$ cat src/design/ppie_pkg.sv
// Shared constants, types and state encoding for the pulse peak interval estimator.
`default_nettype none
package ppie_pkg;
  localparam int MAX_SAMPLES = 1024;
  localparam int SAMPLE_BITS = 16;
  localparam int ADDR_W      = $clog2(MAX_SAMPLES);
  localparam int CNT_W       = ADDR_W + 1;
  localparam int SUM_W       = 27;
  localparam int WCNT_W      = 6;
  localparam int PROD_W      = SUM_W + WCNT_W + 1;
  localparam int DIVD_W      = 30;
  localparam int DIVS_W      = ADDR_W;
  localparam int HW_W        = 5;
  localparam int SP_W        = 4;
  localparam int MD_W        = 8;
  localparam int PER_W       = 20;
  localparam int CFG_IDX_W   = 2;
  localparam int CFG_DATA_W  = 20;
  localparam int SPC_W       = 24;
  localparam int IVL_W       = 36;
  localparam int PKC_W       = 17;
  localparam int OUT_DATA_W  = 80;

  localparam logic [CFG_IDX_W-1:0] CFG_HALF_WINDOW  = 2'd0;
  localparam logic [CFG_IDX_W-1:0] CFG_PEAK_SPAN    = 2'd1;
  localparam logic [CFG_IDX_W-1:0] CFG_MERGE_DIST   = 2'd2;
  localparam logic [CFG_IDX_W-1:0] CFG_SAMPLE_PER   = 2'd3;

  typedef logic [SUM_W-1:0]  sum_t;
  typedef logic [WCNT_W-1:0] wcnt_t;

  // Operand pair for the cross-multiply comparator.
  typedef struct packed {
    sum_t  a_sum;
    wcnt_t a_cnt;
    sum_t  b_sum;
    wcnt_t b_cnt;
  } cmp_ops_t;

  typedef enum logic [4:0] {
    ST_LOAD, ST_INIT_RD, ST_INIT_ACC, ST_SM_WR, ST_SM_RD, ST_SM_UPD,
    ST_PK_START, ST_PK_RD, ST_PK_MUL, ST_PK_CMP,
    ST_GR_RD, ST_GR_MUL, ST_GR_CMP, ST_FLUSH, ST_MUL, ST_DIV1, ST_DIV2, ST_DONE
  } state_t;
endpackage
`default_nettype wire

$ cat src/design/ppie_cmp.sv
// Cross-multiply comparator: registered products, then a signed compare.
`default_nettype none
module ppie_cmp (
  input  wire                      clk,
  input  wire ppie_pkg::cmp_ops_t  ops,
  output logic                     a_less
);
  import ppie_pkg::*;

  logic signed [PROD_W-1:0] lhs_r, rhs_r;

  always_ff @(posedge clk) begin
    lhs_r <= PROD_W'($signed(ops.a_sum) * $signed({1'b0, ops.b_cnt}));
    rhs_r <= PROD_W'($signed(ops.b_sum) * $signed({1'b0, ops.a_cnt}));
  end

  // a/ca < b/cb with positive counts
  assign a_less = lhs_r < rhs_r;
endmodule
`default_nettype wire

$ cat config.mk
export PLATFORM = sky130hd
export DESIGN_NAME = ppie_cmp
export DESIGN_NICKNAME = d
export VERILOG_FILES = /design/src/design/ppie_pkg.sv /design/src/design/ppie_cmp.sv
export SDC_FILE = /design/constraint.sdc
export NUM_CORES = 1
export LEC_CHECK = 0
export ABC_AREA = 1
export ABC_CLOCK_PERIOD_IN_PS = 12000
export BUFFER_PORTS_ARGS = -buffer_cell sky130_fd_sc_hd__buf_2
export CAP_MARGIN = 20
export CORE_AREA = 10 10 260 138
export CTS_CLUSTER_SIZE = 16
export DETAILED_ROUTE_END_ITERATION = 8
export DIE_AREA = 0 0 270 148
export PLACE_DENSITY = 0.66
export RECOVER_POWER = 50
export REMOVE_ABC_BUFFERS = 1
export SYNTH_ARGS = -nofsm -noshare
export SYNTH_HDL_FRONTEND = slang
export SYNTH_SLANG_ARGS = --single-unit
$ cat constraint.sdc
create_clock -name clk -period 12 [get_ports clk]
set_input_delay 2.4 -clock clk [delete_from_list [all_inputs] [get_ports clk]]
set_output_delay 2.4 -clock clk [all_outputs]
set_load 0.05 [all_outputs]
-- After elaboration in Yosys (flattened, before gate mapping)
Cells that the tools add are included.
- output and inout port bits: 1
- input port bits: 67
- word-level logic and storage cells: 5
- register bits: 68
- multipliers: 2
- order comparisons: 1
- operator list (cell ; count):
    27-bit by 7-bit multiplier with 34-bit output ; 2
    34-bit less-than comparator ; 1

-- Longest topological paths before layout
- word-level depth: 1
- gate-level depth with buffers: 23
- mapped depth without buffers: 21

-- Least setup slack after synthesis
Ideal clock, no wire load.
- kind: input -> register
- start: input port ops[1] (netlist bit)
- end: register lhs_r[33]
- cell stages on the path: 19
- setup time: 0.112 ns
- path slack: 5.661 ns
- buffers on the path: 2
- required time: 11.888 ns
- arrival time: 6.227 ns
- cell sequence: clkbuf_1 clkbuf_1 nand2_1 fa_1 inv_1 fa_1 fa_1 inv_1 fa_1 inv_1 ha_1 nand2_1 inv_1 a21oi_1 nand2_1 a21oi_1 nand2_1 nand2_1 nand2_1
- longest elaborated chain between the ends: 1
- RTL lines (what ; line ; RTL):
    from (decl) ; ppie_cmp.sv:5 ; input wire ppie_pkg::cmp_ops_t ops,
    27-bit by 7-bit multiplier with 34-bit output ; ppie_cmp.sv:13 ; lhs_r <= PROD_W'($signed(ops.a_sum) * $signed({1'b0, ops.b_cnt}));
    to (signal assigned) ; ppie_cmp.sv:13 ;
    to (decl) ; ppie_cmp.sv:10 ; logic signed [PROD_W-1:0] lhs_r, rhs_r;
Every way passes these cells.

-- Final worst setup path
- start: input port ops[35] (netlist bit)
- end: register rhs_r[29]
- longest elaborated chain between the ends: 1
- RTL lines (what ; line ; RTL):
    27-bit by 7-bit multiplier with 34-bit output ; ppie_cmp.sv:14 ; rhs_r <= PROD_W'($signed(ops.b_sum) * $signed({1'b0, ops.a_cnt}));
    to (signal assigned) ; ppie_cmp.sv:14 ;
    to (decl) ; ppie_cmp.sv:10 ;
Every way passes these cells.

==> impl_metrics.toml <==
[placement]
dp_hpwl_um = 33200
gp_congestion = 0.986
port_buffers = 67
placedCellCount = 2771
dp_slack_ns = 5.08

[timing]
setup_violations = 0
rsz0062_at_grt = "no"
fmax_ghz = 0.136
min_period_over_period_pct = 61.2
tightest_slew_ns = 1.52
slew_violations = 28
fin_crit_ns = 7.34
tns_ns = 0
finalHoldViolations = 0
maxSlewHeadroom_pct = -1.33
setup_ws_ns = 4.66

[layout]
final_nets = 2808
regArea_sq_um = 1360
num_antenna_cells = 0
layout_commonest_cell = "nand2_1"
layout-drive-gt1-share_pct = 3.44
layout_common_cells = "nand2_1 (746), inv_1 (722), fa_1 (222)"
final_cells = 2786
n_fill_cell = 3207
multi_input_area_sq_um = 11200
area_growth_pct = 6.44

[setup_path]
cp_max_fo = 27
critical_path.cell_chain = "clkbuf_1 > nand2_1 > fa_1 > inv_1 > fa_1 > fa_1 > inv_1 > fa_1 > inv_1 > ha_1 > nand2_1 > nor2_1 > nand2_1 > nor3_1 > nand2_1 > nand3_1 > nand2_1"
crit_slowest_cell = "clkbuf_1"
setup.worst_path.class = "input port to register"
cpPeakStageDelay_ns = 1.02
endpoint_kind = "register"
cp_common_cell = "nand2_1"
setup.worst_path.start_class = "input port"
startpoint = "ops[35]"
critPathArrivalTime_ns = 7.57
worstPathRequired_ns = 12.22

[synthesis]
synth_top_area_share_pct = 28.8
ys_warn_count = 0
muxShareOfSynthArea_pct = 0
netlist-cell-type-count = 29
synth_top_family_by_area = "adder cells"
yosys.area.top_type = "fa_1"
netlist_area_sq_um = 15400
synthCells = 2308
synth-xor-area-share_pct = 2.27
synth_compound_area_share_pct = 3.69
synth.area.top_cells = "fa_1 (29%), nand2_1 (18%), inv_1 (18%)"
synth-simple-area-share_pct = 24.1
syn_avg_cell_area_sq_um = 6.68
synth-seq-area-share_pct = 8.83
synth-seq-cells = 68
synth_fa_ha_area_share_pct = 42.6

[floorplanning]
dieWidth_um = 270
core_sq_um = 31300
io_pins = 68
initial_core_util_pct = 49.3
num_rows = 46
die_area_sq_um = 40000
die_y_um = 148

[power]
pwr-share-seq_pct = 12.7
finalPower_mw = 3.08
p_comb_share_pct = 79.0
vdd.ir_drop.worst_v = 0.0000847
switching_share_pct = 55.4
cellInternalPower_mw = 1.37
p_leak_nw = 11.1
p_per_area_nw_per_um2 = 188
pwr-share-clk_pct = 8.3
p_switching_mw = 1.71

[grt]
grtUsageTotal_pct = 19.4
grt_remaining_overflow = 0
grt_first_pass_wirelength_um = 64800
grt_pass1_vias = 13102
grt_antenna_before_repair = 0
grt_start_max_net_pins = 28

[route]
drt_first_iter_violations = 1127
route.detailed.drc = 0
antenna_left = 0
routed_wl_um = 37600
wl_per_cell_um = 13.5
avgViaCountPerCell = 4.74
drtPass1Iterations = 5
vias = 13195

[job]
max_cap_violations = 1

[cts]
clk_pin_slew_worst_paths_ns = 0.05
cts-root-buf = "clkbuf_16"
cts_hold_buf = 0
htree_levels = 3
cts_resized = 0
post_cts_buffers = 0
cts.sinks = 68
cts_buffers = 9
cts_tree = "yes"
ctsLongestPathBuffers = 2

[outcome]
status = "finished with violations"
violations = "capacitance limit, slew limit"

[min_path]
min_from = "ops[39]"
hold_path.class = "input port to register"
==> synthesized netlist by cell type <==
cell type  count
nor2_1       105
nor2_2         1
nand3_2        2
and2_1         3
nor3_2         1
or2_1          1
ha_1         169
xnor2_1        2
o21bai_1       7
a21oi_2        1
nor3_1         9
dfxtp_1       68
nand2_2        8
nand3_1       54
nand3b_1       3
nand2_1      741
clkbuf_1      34
xor2_1        38
buf_2          1
a21o_1         2
nand4_1       14
a21boi_0       1
or2_2          1
fa_1         222
inv_1        722
a21oi_1       71
buf_4          1
o21ai_1        1
o21ai_0       25
==> critical path, delay by kind of cell <==
family | cells | cell delay (ns)
adder cells (fa/ha/maj) | 5 | 2.43
AND/OR/NAND/NOR | 8 | 1.56
buffers and inverters | 4 | 1.16
==> metrics by stage <==
stage	hold slack (ns)	util (%)	cell area [sq um]
after detailed placement	2.68	51.7	16100
after global routing	2.37	52.5	16400
after global placement	2.68	51.7	16100
after floorplan	2.49	-	15300
final	2.34	52.5	16400
after CTS	2.33	52.6	16400
==> area by class of cell <==
cell class                      count  area share, %
Multi-Input combinational cell   1482           68.1
Inverter                          722           16.5
Sequential cell                    68           8.30
Tap cell                          432           3.30
Timing Repair Buffer               67           2.01
Clock buffer                       13           1.53
Clock inverter                      2          0.214
==> power groups by stage <==
stage / clock network, mW / registers [mW] / logic (mW)
floorplan: 0 / 0.386 / 1.80
global placement: 0 / 0.398 / 2.37
detailed placement: 0 / 0.397 / 2.41
CTS: 0.261 / 0.394 / 2.43
global route: 0.271 / 0.403 / 2.81
finish: 0.256 / 0.392 / 2.43
==> per-layer routing <==
layer / vias up / track usage (%) / part of all wire (%)
met3: 11 / 3.25 / 8.8
met1: 6101 / 31.2 / 53
li1: 6668 / - / -
met2: 415 / 27.2 / 38
met5: - / 0 / 0
met4: 0 / 1.37 / 0.23
==> worst paths after layout <==
check,end,depth (start not counted)
worst min-delay path,lhs_r[0],3
worst max-delay path,rhs_r[29],17
==> state kept, by name (all words and copies together), names as in the netlist <==
register,flops
lhs_r,34
rhs_r,34
==> cells by family after synthesis <==
kind of cell,after synthesis
flip-flops,68
AO/OA/AOI/OAI,108
AND/OR/NAND/NOR,943
buffers and inverters,758
adder cells (fa/ha/maj),391
XOR/XNOR,40
Power figures use the tool's default switching activity.
