**config.mk**
```make
export PLATFORM = sky130hd
export DESIGN_NAME = ppie_div
export DESIGN_NICKNAME = d
export VERILOG_FILES = /design/src/design/ppie_pkg.sv /design/src/design/ppie_div.sv
export SDC_FILE = /design/constraint.sdc
export NUM_CORES = 1
export LEC_CHECK = 0
export BUFFER_PORTS_ARGS = -buffer_cell sky130_fd_sc_hd__clkbuf_2
export CORE_ASPECT_RATIO = 0.75
export CORE_UTILIZATION = 53
export DETAILED_ROUTE_END_ITERATION = 7
export GPL_ROUTABILITY_DRIVEN = 0
export PLACE_DENSITY_LB_ADDON = 0.15
export SLEW_MARGIN = 20
export SYNTH_ARGS = -nofsm -noshare
export SYNTH_HDL_FRONTEND = slang
export SYNTH_SLANG_ARGS = --single-unit
```
**constraint.sdc**
```tcl
create_clock -name clk -period 2.6 [get_ports clk]
set_clock_uncertainty 0.2 [all_clocks]
set_input_delay 0.13 -clock clk [delete_from_list [all_inputs] [get_ports clk]]
set_output_delay 0.13 -clock clk [all_outputs]
set_load 0.005 [all_outputs]
```
**src/design/ppie_pkg.sv**
```systemverilog
// Shared constants, types and state encoding for the pulse peak interval estimator.
`default_nettype none
package ppie_pkg;
  localparam int MAX_SAMPLES = 1024;
  localparam int SAMPLE_BITS = 16;
  localparam int ADDR_W      = $clog2(MAX_SAMPLES);
  localparam int CNT_W       = ADDR_W + 1;
  localparam int SUM_W       = 27;
  localparam int WCNT_W      = 6;
  localparam int PROD_W      = SUM_W + WCNT_W + 1;
  localparam int DIVD_W      = 30;
  localparam int DIVS_W      = ADDR_W;
  localparam int HW_W        = 5;
  localparam int SP_W        = 4;
  localparam int MD_W        = 8;
  localparam int PER_W       = 20;
  localparam int CFG_IDX_W   = 2;
  localparam int CFG_DATA_W  = 20;
  localparam int SPC_W       = 24;
  localparam int IVL_W       = 36;
  localparam int PKC_W       = 17;
  localparam int OUT_DATA_W  = 80;

  localparam logic [CFG_IDX_W-1:0] CFG_HALF_WINDOW  = 2'd0;
  localparam logic [CFG_IDX_W-1:0] CFG_PEAK_SPAN    = 2'd1;
  localparam logic [CFG_IDX_W-1:0] CFG_MERGE_DIST   = 2'd2;
  localparam logic [CFG_IDX_W-1:0] CFG_SAMPLE_PER   = 2'd3;

  typedef logic [SUM_W-1:0]  sum_t;
  typedef logic [WCNT_W-1:0] wcnt_t;

  // Operand pair for the cross-multiply comparator.
  typedef struct packed {
    sum_t  a_sum;
    wcnt_t a_cnt;
    sum_t  b_sum;
    wcnt_t b_cnt;
  } cmp_ops_t;

  typedef enum logic [4:0] {
    ST_LOAD, ST_INIT_RD, ST_INIT_ACC, ST_SM_WR, ST_SM_RD, ST_SM_UPD,
    ST_PK_START, ST_PK_RD, ST_PK_MUL, ST_PK_CMP,
    ST_GR_RD, ST_GR_MUL, ST_GR_CMP, ST_FLUSH, ST_MUL, ST_DIV1, ST_DIV2, ST_DONE
  } state_t;
endpackage
`default_nettype wire

```
**src/design/ppie_div.sv**
```systemverilog
// Restoring divider, one quotient bit per cycle.
`default_nettype none
module ppie_div (
  input  wire                            clk,
  input  wire                            rst_n,
  input  wire                            start,
  input  wire [ppie_pkg::DIVD_W-1:0]     dividend,
  input  wire [ppie_pkg::DIVS_W-1:0]     divisor,
  output logic                           done,
  output logic [ppie_pkg::DIVD_W-1:0]    quotient
);
  import ppie_pkg::*;

  localparam int STEP_W = $clog2(DIVD_W + 1);

  logic [DIVD_W-1:0] quo_r, quo_nxt;
  logic [DIVS_W:0]   rem_r, rem_nxt;
  logic [DIVS_W-1:0] dvs_r, dvs_nxt;
  logic [STEP_W-1:0] step_r, step_nxt;
  logic              busy_r, busy_nxt;
  logic              done_r, done_nxt;
  logic [DIVS_W:0]   rem_sh;

  always_comb begin
    quo_nxt  = quo_r;
    rem_nxt  = rem_r;
    dvs_nxt  = dvs_r;
    step_nxt = step_r;
    busy_nxt = busy_r;
    done_nxt = 1'b0;
    rem_sh   = {rem_r[DIVS_W-1:0], quo_r[DIVD_W-1]};
    if (start) begin
      quo_nxt  = dividend;
      rem_nxt  = '0;
      dvs_nxt  = divisor;
      step_nxt = '0;
      busy_nxt = 1'b1;
    end else if (busy_r) begin
      if (rem_sh >= {1'b0, dvs_r}) begin
        rem_nxt = rem_sh - {1'b0, dvs_r};
        quo_nxt = {quo_r[DIVD_W-2:0], 1'b1};
      end else begin
        rem_nxt = rem_sh;
        quo_nxt = {quo_r[DIVD_W-2:0], 1'b0};
      end
      step_nxt = step_r + 1'b1;
      if (step_r == STEP_W'(DIVD_W - 1)) begin
        busy_nxt = 1'b0;
        done_nxt = 1'b1;
      end
    end
  end

  always_ff @(posedge clk) begin
    quo_r  <= quo_nxt;
    rem_r  <= rem_nxt;
    dvs_r  <= dvs_nxt;
    step_r <= step_nxt;
    if (!rst_n) begin
      busy_r <= 1'b0;
      done_r <= 1'b0;
    end else begin
      busy_r <= busy_nxt;
      done_r <= done_nxt;
    end
  end

  assign done     = done_r;
  assign quotient = quo_r;
endmodule
`default_nettype wire

```
=== After elaboration in Yosys (flattened, before gate mapping) ===
Cells that the tools add are included.

* Equality and inequality tests: 1
* Multiplexer cells: 8
* Bitwise operators: 2
* $add $sub $neg: 2
* Reduce and logical (&&, ||, !) cells: 2
* Magnitude comparators: 1

{| class="wikitable"
|+ Operator list
! operator !! count
|-
| $mux 30 || 2
|-
| $ge 11x10->1 || 1
|-
| $mux 10 || 1
|-
| $sub 10x10->10 || 1
|-
| $add 5x1->5 const B || 1
|-
| $eq 5x5->1 const B || 1
|-
| $mux 1 || 5
|-
| $reduce_or 3->1 || 1
|-
| $not 1->1 || 2
|-
| $reduce_bool 2->1 || 1
|}

* Output and inout port bits: 31
* Bits in registers: 57
* Word-level logic and storage cells: 22

=== Depth between registers and ports, before layout ===
Gate-level depths: netlist of run 1.

* Word-level depth: 4
* Depth in mapped cells: 9
* Gate-level depth less buffers: 9

=== Worst setup path before layout of run 1 ===
Ideal clock, no wire load.

* Path type: reg-to-reg
* From: reg dvs_r[2]
* To: reg rem_r[9]
* Data arrival time: 1.964 ns
* Stages on the path, launching flop included: 10
* Period minus slack after synthesis: 2.226 ns
* Setup slack: 0.374 ns
* Required time: 2.338 ns
* Path through: edfxtp_1 > inv_1 > ha_1 > nand3_1 > or3_1 > and2_4 > buf_6 > buf_8 > a2111o_1 > nand3_1

* Longest elaborated chain between the ends: 2

{| class="wikitable"
|+ Ends and longest elaborated chain
! item !! line !! source
|-
| start, declared || ppie_div.sv:18 || <nowiki>logic [DIVS_W-1:0] dvs_r, dvs_nxt;</nowiki>
|-
| start signal, assigned || ppie_div.sv:57 || <nowiki>dvs_r <= dvs_nxt;</nowiki>
|-
| $sub 10x10->10 or $ge 11x10->1 (tied branches) || ppie_div.sv:40, ppie_div.sv:39 ||
|-
| $mux 10 (*) || ppie_div.sv:39 || <nowiki>if (rem_sh >= {1'b0, dvs_r}) begin</nowiki>
|-
| end signal, assigned || ppie_div.sv:56 || <nowiki>rem_r <= rem_nxt;</nowiki>
|-
| end, declared || ppie_div.sv:17 || <nowiki>logic [DIVS_W:0] rem_r, rem_nxt;</nowiki>
|}

Mark *: on every way between the ends. The rest lies on a longest branch, timed or not.
A chain may end at the register's enable or synchronous reset.

=== Worst setup path in the final report of run 1 ===
* From: reg dvs_r[2]
* To: reg rem_r[3]

Same word-level chain as after synthesis.

==> results of run 1 <==
==> worst register-to-register path: stages (launching register included) <==
cell,delay [ns]
edfxtp_1,0.32
inv_1,0.04
ha_1,0.38
nand3b_1,0.16
a21oi_1,0.31
o21ai_2,0.16
buf_4,0.19
a21o_2,0.21
a311oi_1,0.33
==> layer usage <==
metal / up-vias / track usage, % / share of wire [%]
li1: 1100 / - / -
met1: 1068 / 32.4 / 45
met2: 72 / 40.2 / 48
met3: 12 / 8.42 / 5.3
met4: 0 / 8.96 / 1.4
met5: - / 0 / 0
==> power groups by stage <==
stage | combinational (W) | sequential [W] | clock [W]
2_1_floorplan | 0.000234 | 0.00113 | 0
3_3_place_gp | 0.000357 | 0.00113 | 0
3_5_place_dp | 0.000364 | 0.00113 | 0
4_1_cts | 0.000417 | 0.00111 | 0.000802
5_1_grt | 0.000468 | 0.00113 | 0.000850
6_report | 0.000425 | 0.00112 | 0.000790
==> area by class of cell <==
cell class	instances	area, um^2
sequential	57	1540
multi-input combinational	148	1170
fill	344	1130
timing repair buffer	121	828
clock buffer	10	128
tap	72	90.1
inverter	16	60.1
clock inverter	6	58.8
==> logic make-up after synthesis <==
logic type      count (synthesis)  share of synthesized area, %
compound gates                 43                          11.1
xor+xnor                        9                          2.79
fa+ha+maj                      13                          6.02
buf+inv                        27                          4.30
flops                          57                          54.6
mux                            30                          11.9
simple gates                   53                          9.34
==> registers in the layout, indices dropped and copies added (netlist names) <==
name / cells
busy_r: 1
rem_r: 10
quotient: 30
dvs_r: 10
done: 1
step_r: 5
==> placed cells by master (no fill, tap or decap), types with 2 or more instances in the layout <==
cell type / synthesis / final
clkbuf_2: 0 / 73
ha_1: 12 / 12
clkinv_2: 0 / 2
dfxtp_1: 17 / 17
nor2_1: 18 / 18
o21ai_0: 2 / 2
o21a_1: 2 / 2
xor2_1: 6 / 6
nand2_1: 8 / 8
mux2_2: 29 / 29
a21boi_0: 2 / 2
a211oi_1: 3 / 2
a311oi_1: 4 / 4
nand3_1: 7 / 7
clkinvlp_4: 0 / 2
a31oi_1: 2 / 2
a311o_1: 2 / 2
a21o_2: 3 / 3
xnor2_1: 3 / 3
edfxtp_1: 40 / 40
clkbuf_8: 0 / 9
nand2b_1: 2 / 2
buf_4: 0 / 7
dlygate4sd3_1: 0 / 41
nor2b_1: 4 / 4
nor3b_1: 2 / 2
nand4_1: 6 / 6
a21oi_1: 10 / 10
inv_1: 16 / 16
==> metrics by stage <==
step	area, um^2	std cells	total power (W)	hold slack (ns)
after floorplan	2830	232	0.00136	0.0289
after global placement	3270	373	0.00149	0.107
after detailed placement	3270	373	0.00150	0.109
after CTS	3870	430	0.00233	0.0599
after global routing	3880	430	0.00245	0.0736
final	3880	430	0.00233	0.0724
==> timing repair <==
item / 4_1_cts / 5_1_grt
hold buffers: 41 / 0
endpoints found under the setup margin: 0 / 5
hold endpoints to repair: 42 / 0
setup buffers: 0 / 0
gates resized for setup: 0 / 2
==> path summary, 6_finish.rpt <==
path / startpoint / end / slack, ns / depth (start not counted)
worst min register to register: rem_r[5] / rem_r[5] / 0.32 / 2
worst max-delay path: dvs_r[2] / rem_r[3] / 0.20 / 8
worst min-delay path: start / dvs_r[6] / 0.07 / 1
worst max register to register: dvs_r[2] / rem_r[3] / 0.20 / 8
==> metrics.md, run 1 <==
| Metric | Value |
|---|---|
| Status | completed |
| Pre-CTS WS | 0.129 ns |
| WP buf/inv | 2 |
| 1st-pass router iterations | 4 |
| Prevailing post-synth register cell | edfxtp_1 |
| Final hold vios | 0 |
| Final setup viols | 0 |
| Ys async rst share | 0% |
| Netlist Area Pre-Place | 2830 um^2 |
| CP top delay family | compound AO/OA/AOI/OAI gates |
| IO Count | 74 |
| Fin util | 77.4% |
| Diode count | 0 |
| Share of the synthesized area in the top cell type | 42.5% |
| Yosys warning count | 0 |
| Routed Antenna Nets | 0 |
| DRC Markers | 0 |
| Critical path class | reg2reg |
| Top post-synthesis cells by count | edfxtp_1, mux2_2, nor2_1, dfxtp_1, inv_1 |
| CP required | 2.62 ns |
| Syn nets | 288 |
| DR iter-0 viols | 154 |
| Area growth syn-to-layout | 37.2% |
| Worst Tran Pin Value | 0.422 ns |
| Fmax | 417 MHz |
| Clk root buf | clkbuf_8 |
| Number of synthesized flops with an enable pin | 40 |
| Num rows | 22 |
| Psw | 0.000607 W |
| Fin crit share | 92.3% |
| Clock-pin slew on the worst setup and hold paths | 0.07 ns |
| Lkg Pwr | 1.63 nW |
| Initial Util | 56.4% |
| Clock Tree Buf Depth | 2 |
| WL/cell | 15.0 um |
| Rel. slew slack | 71.1% |
| Pwr dens | 602 nW/um^2 |
| Area of the core | 5010 um^2 |
| Final wirelength | 6.43 mm |
| Register area share after synthesis | 54.6% |
| Initial antenna violation count | 0 |
| Via density | 5.24 |
| CTS tree | done |
| Fin worst setup slack | 0.201 ns |
| Final Slew Violations | 0 |
| RSZ-0062 raised after global routing | no |
| Syn_area_per_cell | 12.2 um^2 |
| Crit-path max FO | 7 |
| Die width | 86.3 um |
| H-tree Lvls | 3 |
| CP max stage cell | ha_1 |
| Final net count | 409 |
| Clk pwr share | 33.9% |
| GRT overflow | 0 |
| PortBufs | 73 |
| Pint | 0.00173 W |
| Die Y | 65.2 um |
| Area leader, netlist | edfxtp_1 |
| Worst hold path type | in2reg |
| DPL Wire Length | 4.10 mm |
| CTS buffer count | 9 |
| CP Launch Type | register |
| Peak supply drop | 0.394 mV |
| Die Area | 5630 um^2 |
| Fin crit period | 2.40 ns |
| Share of cells above drive strength 1 | 36.9% |
| Clock Latency Late Sink | 0.33 ns |
| Vias in the first global route | 2121 |
| Largest incremental delay on the critical path | 0.38 ns |
| CP Capture Type | register |
| Combinational share of power | 18.2% |
| GR Util All Layers | 25.3% |
| Clk sinks | 57 |
| Sw Share | 26.0% |
| Top cells by area, synth | edfxtp_1, dfxtp_1, mux2_2 |
| Synth cell types | 49 |
| First-pass GRT wire length | 10.4 mm |
| Cells after Synth | 232 |
| DR vias | 2252 |
| Largest net degree at the start of global routing | 30 |
| Seq pwr share | 47.9% |
| #FFs+latches synth | 57 |
| Setup TNS | 0 ns |
| Count leader, synth | edfxtp_1 |
| Critical Path, Cell by Cell | inv_1 > ha_1 > nand3b_1 > a21oi_1 > o21ai_2 > buf_4 > a21o_2 > a311oi_1 |
| Worst EP arrival | 2.42 ns |
| Max cap viols | 0 |
(Power assumes the default switching activity.)
==> run 2: changes to the inputs <==
- ABC_AREA: unset -> 1
==> metrics.md, run 2 <==
| Metric | Value |
|---|---|
| Initial Util | 55.4% (-0.97 points) |
| IO Count | 74 (unchanged) |
| CTS tree | done |
| Top cells by area, synth | edfxtp_1, nand2_1, dfxtp_1 |
| Area leader, netlist | edfxtp_1 |
| Final hold vios | 0 (unchanged) |
| Clk root buf | clkbuf_8 |
| Ys async rst share | 0% (unchanged) |
| Crit-path max FO | 3 (-4) |
| Hold EP | step_r[4] |
| Syn nets | 409 (+42%) |
| Final wirelength | 6.89 mm (+7.2%) |
| Final setup viols | 0 (unchanged) |
| Area of the core | 5350 um^2 (+6.8%) |
| WL/cell | 12.4 um (-17%) |
| FILL cells | 400 (+16%) |
| Prevailing post-synth register cell | edfxtp_1 |
| Setup TNS | 0 ns (unchanged) |
| Fin crit share | 81.1% (-11 points) |
| Yosys warning count | 0 (unchanged) |
| Die Area | 5900 um^2 (+4.9%) |
| Syn_area_per_cell | 8.40 um^2 (-31%) |
| Vias in the first global route | 2283 (+7.6%) |
| DRC Markers | 0 (unchanged) |
| Inst Count DP | 499 (+34%) |
| Max reg flops | 30 (unchanged) |
| Die Y | 66.8 um (+2.4%) |
| DR iter-0 viols | 190 (+23%) |
| Status | completed |
| Multi-input logic area | 1210 um^2 (+3.1%) |
| CTS buffer count | 9 (unchanged) |
| Clk sinks | 57 (unchanged) |
| Fin crit period | 2.11 ns (-0.290 ns) |
| Commonest non-fill, non-tap cell in the layout | nand2_1 |
| Synth cell types | 28 (-43%) |
| Commonest non-fill, non-tap cells in the layout | nand2_1, clkbuf_2, inv_1, dlygate4sd3_1, edfxtp_1 |
| Hold_sp | step_r[4] |
| Share of the synthesized area in the top cell type | 40.5% (-2.0 points) |
| Count leader, synth | nand2_1 |
| Pre-CTS WS | 0.543 ns (+0.414 ns) |
| Crit Reg-Reg Startpoint | quotient[29] |
| Via density | 4.76 (-9.1%) |
| Die width | 88.4 um (+2.4%) |
| Area growth syn-to-layout | 35.0% |
| Clock Tree Buf Depth | 2 (unchanged) |
| Worst EP arrival | 2.13 ns (-0.29 ns) |
| Reg area | 1540 um^2 (unchanged) |
| Reg2reg end | rem_r[8] |
| Max cap viols | 0 (unchanged) |
| Final net count | 533 (+30%) |
| Worst hold path type | reg2reg |
| CP Launch Type | register |
| CP Capture Type | register |
| First-pass GRT wire length | 10.3 mm (-0.40%) |
| Lkg Pwr | 2.06 nW (+26%) |
| Cells after Synth | 353 (+52%) |
| Register area share after synthesis | 52.0% (-2.6 points) |
| Worst Tran Pin Value | 0.414 ns (-0.00786 ns) |
| Largest net degree at the start of global routing | 37 (+23%) |
| GRT overflow | 0 (unchanged) |
| RSZ-0062 raised after global routing | no |
| 1st-pass router iterations | 4 (unchanged) |
| CP required | 2.62 ns (about the same) |
| Diode count | 0 (unchanged) |
| GR Util All Layers | 23.9% (-1.4 points) |
| Critical path class | reg2reg |
| #FFs+latches synth | 57 (unchanged) |
| Fin worst setup slack | 0.490 ns (+0.290 ns) |
| Fmax | 474 MHz (+14%) |
| DR vias | 2651 (+18%) |
| Final Slew Violations | 0 (unchanged) |
| Share of cells above drive strength 1 | 23.2% (-14 points) |
| Clock Latency Late Sink | 0.32 ns (about the same) |
| R2r setup slk | 0.49 ns (+0.29 ns) |
| PortBufs | 73 (unchanged) |
| Initial antenna violation count | 0 (unchanged) |
| H-tree Lvls | 3 (unchanged) |
| Number of synthesized flops with an enable pin | 40 (unchanged) |
| Clock-pin slew on the worst setup and hold paths | 0.07 ns (about the same) |
| Worst R2R Path Depth | 14 (+6) |
| Netlist Area Pre-Place | 2970 um^2 (+5.0%) |
| Routed Antenna Nets | 0 (unchanged) |
| Rel. slew slack | 72.4% (+1.3 points) |
| Non-Filler Instances | 557 (+30%) |
| Num rows | 23 (+4.5%) |
| DPL Wire Length | 4.35 mm (+6.0%) |
| Hold depth | 1 (unchanged) |
| Peak supply drop | 0.366 mV (-7.1%) |
| CTS-repair resized insts | 0 (unchanged) |
| Top post-synthesis cells by count | nand2_1, inv_1, edfxtp_1, nand3_1, dfxtp_1 |
| Fin util | 74.8% (-2.6 points) |
| Pwr dens | 537 nW/um^2 (-11%) |
run 2: cell types whose count changed in the layout (fill, tap and decap cells not counted), moves of 5 or more:
cell     before  now
inv_1        16   43
mux2_2       29    0
nand2_1       8  154
nand2_2       0    5
nand3_1       7   19
nor2_1       18   10
o21ai_1       0    5
xor2_1        6    0
run 2: worst max-delay path by stage:
stage | to | startpoint | cells after the start
after floorplan | rem_r[8] | quotient[29] | 14
after global placement | rem_r[2] | dvs_r[3] | 11
after detailed placement | rem_r[8] | quotient[29] | 14
after CTS | rem_r[3] | dvs_r[2] | 11
after global routing | rem_r[8] | quotient[29] | 14
final | rem_r[8] | quotient[29] | 14
run 2: cell type report:
cell class | instances | area share [%]
multi-input cells | 243 | 30.1
well taps | 75 | 2.34
clock inverters | 6 | 0.875
inverters | 45 | 4.22
clock buffers | 10 | 3.19
repair buffers | 121 | 20.7
flip-flops and latches | 57 | 38.5
run 2: worst max-delay path, stage by stage (launching register included):
cell	delay, ns
edfxtp_1	0.39
inv_1	0.10
ha_1	0.15
inv_1	0.07
fa_1	0.42
nand3_1	0.11
nand2_1	0.10
nand2_1	0.09
nand2_1	0.06
nand2_1	0.06
nand2_1	0.05
inv_1	0.05
nand2_1	0.04
nand3_1	0.06
nand2_1	0.06
run 2: logic make-up after synthesis:
group,after synthesis,synth area share (%)
flops,57,52.0
simple gates,208,30.5
fa+ha+maj,13,5.74
xor+xnor,3,0.886
buf+inv,53,7.34
compound gates,19,3.58
run 2: repair_timing:
item                                    CTS  global route
endpoints found under the setup margin    0             0
buffers inserted                          0             0
endpoints found under the hold margin    44             0
hold buffers                             42             0
run 2: where the power goes:
| part | switching (W) | leakage, nW | total, W | internal, W |
|---|---|---|---|---|
| Combinational | 0.000201 | 1.44 | 0.000377 | 0.000176 |
| Clock | 0.000343 | 0.0818 | 0.000681 | 0.000338 |
| Sequential | 0.0000369 | 0.544 | 0.00109 | 0.00106 |
run 2: layer usage:
layer | share of wire [%] | routed length [um] | GRT usage [%]
met1 | 48 | 3290 | 31.3
met2 | 45 | 3120 | 38.3
met3 | 5.4 | 371 | 5.95
met4 | 1.6 | 110 | 8.87
met5 | 0 | 0 | 0
run 2: through the flow:
step,instance area (um^2),hold slack (ns),total power (W)
2_1_floorplan,2970,0.0289,0.00130
6_report,4010,0.262,0.00215
3_5_place_dp,3420,0.109,0.00143
5_1_grt,4010,0.269,0.00226
3_3_place_gp,3420,0.107,0.00142
4_1_cts,4010,0.258,0.00216
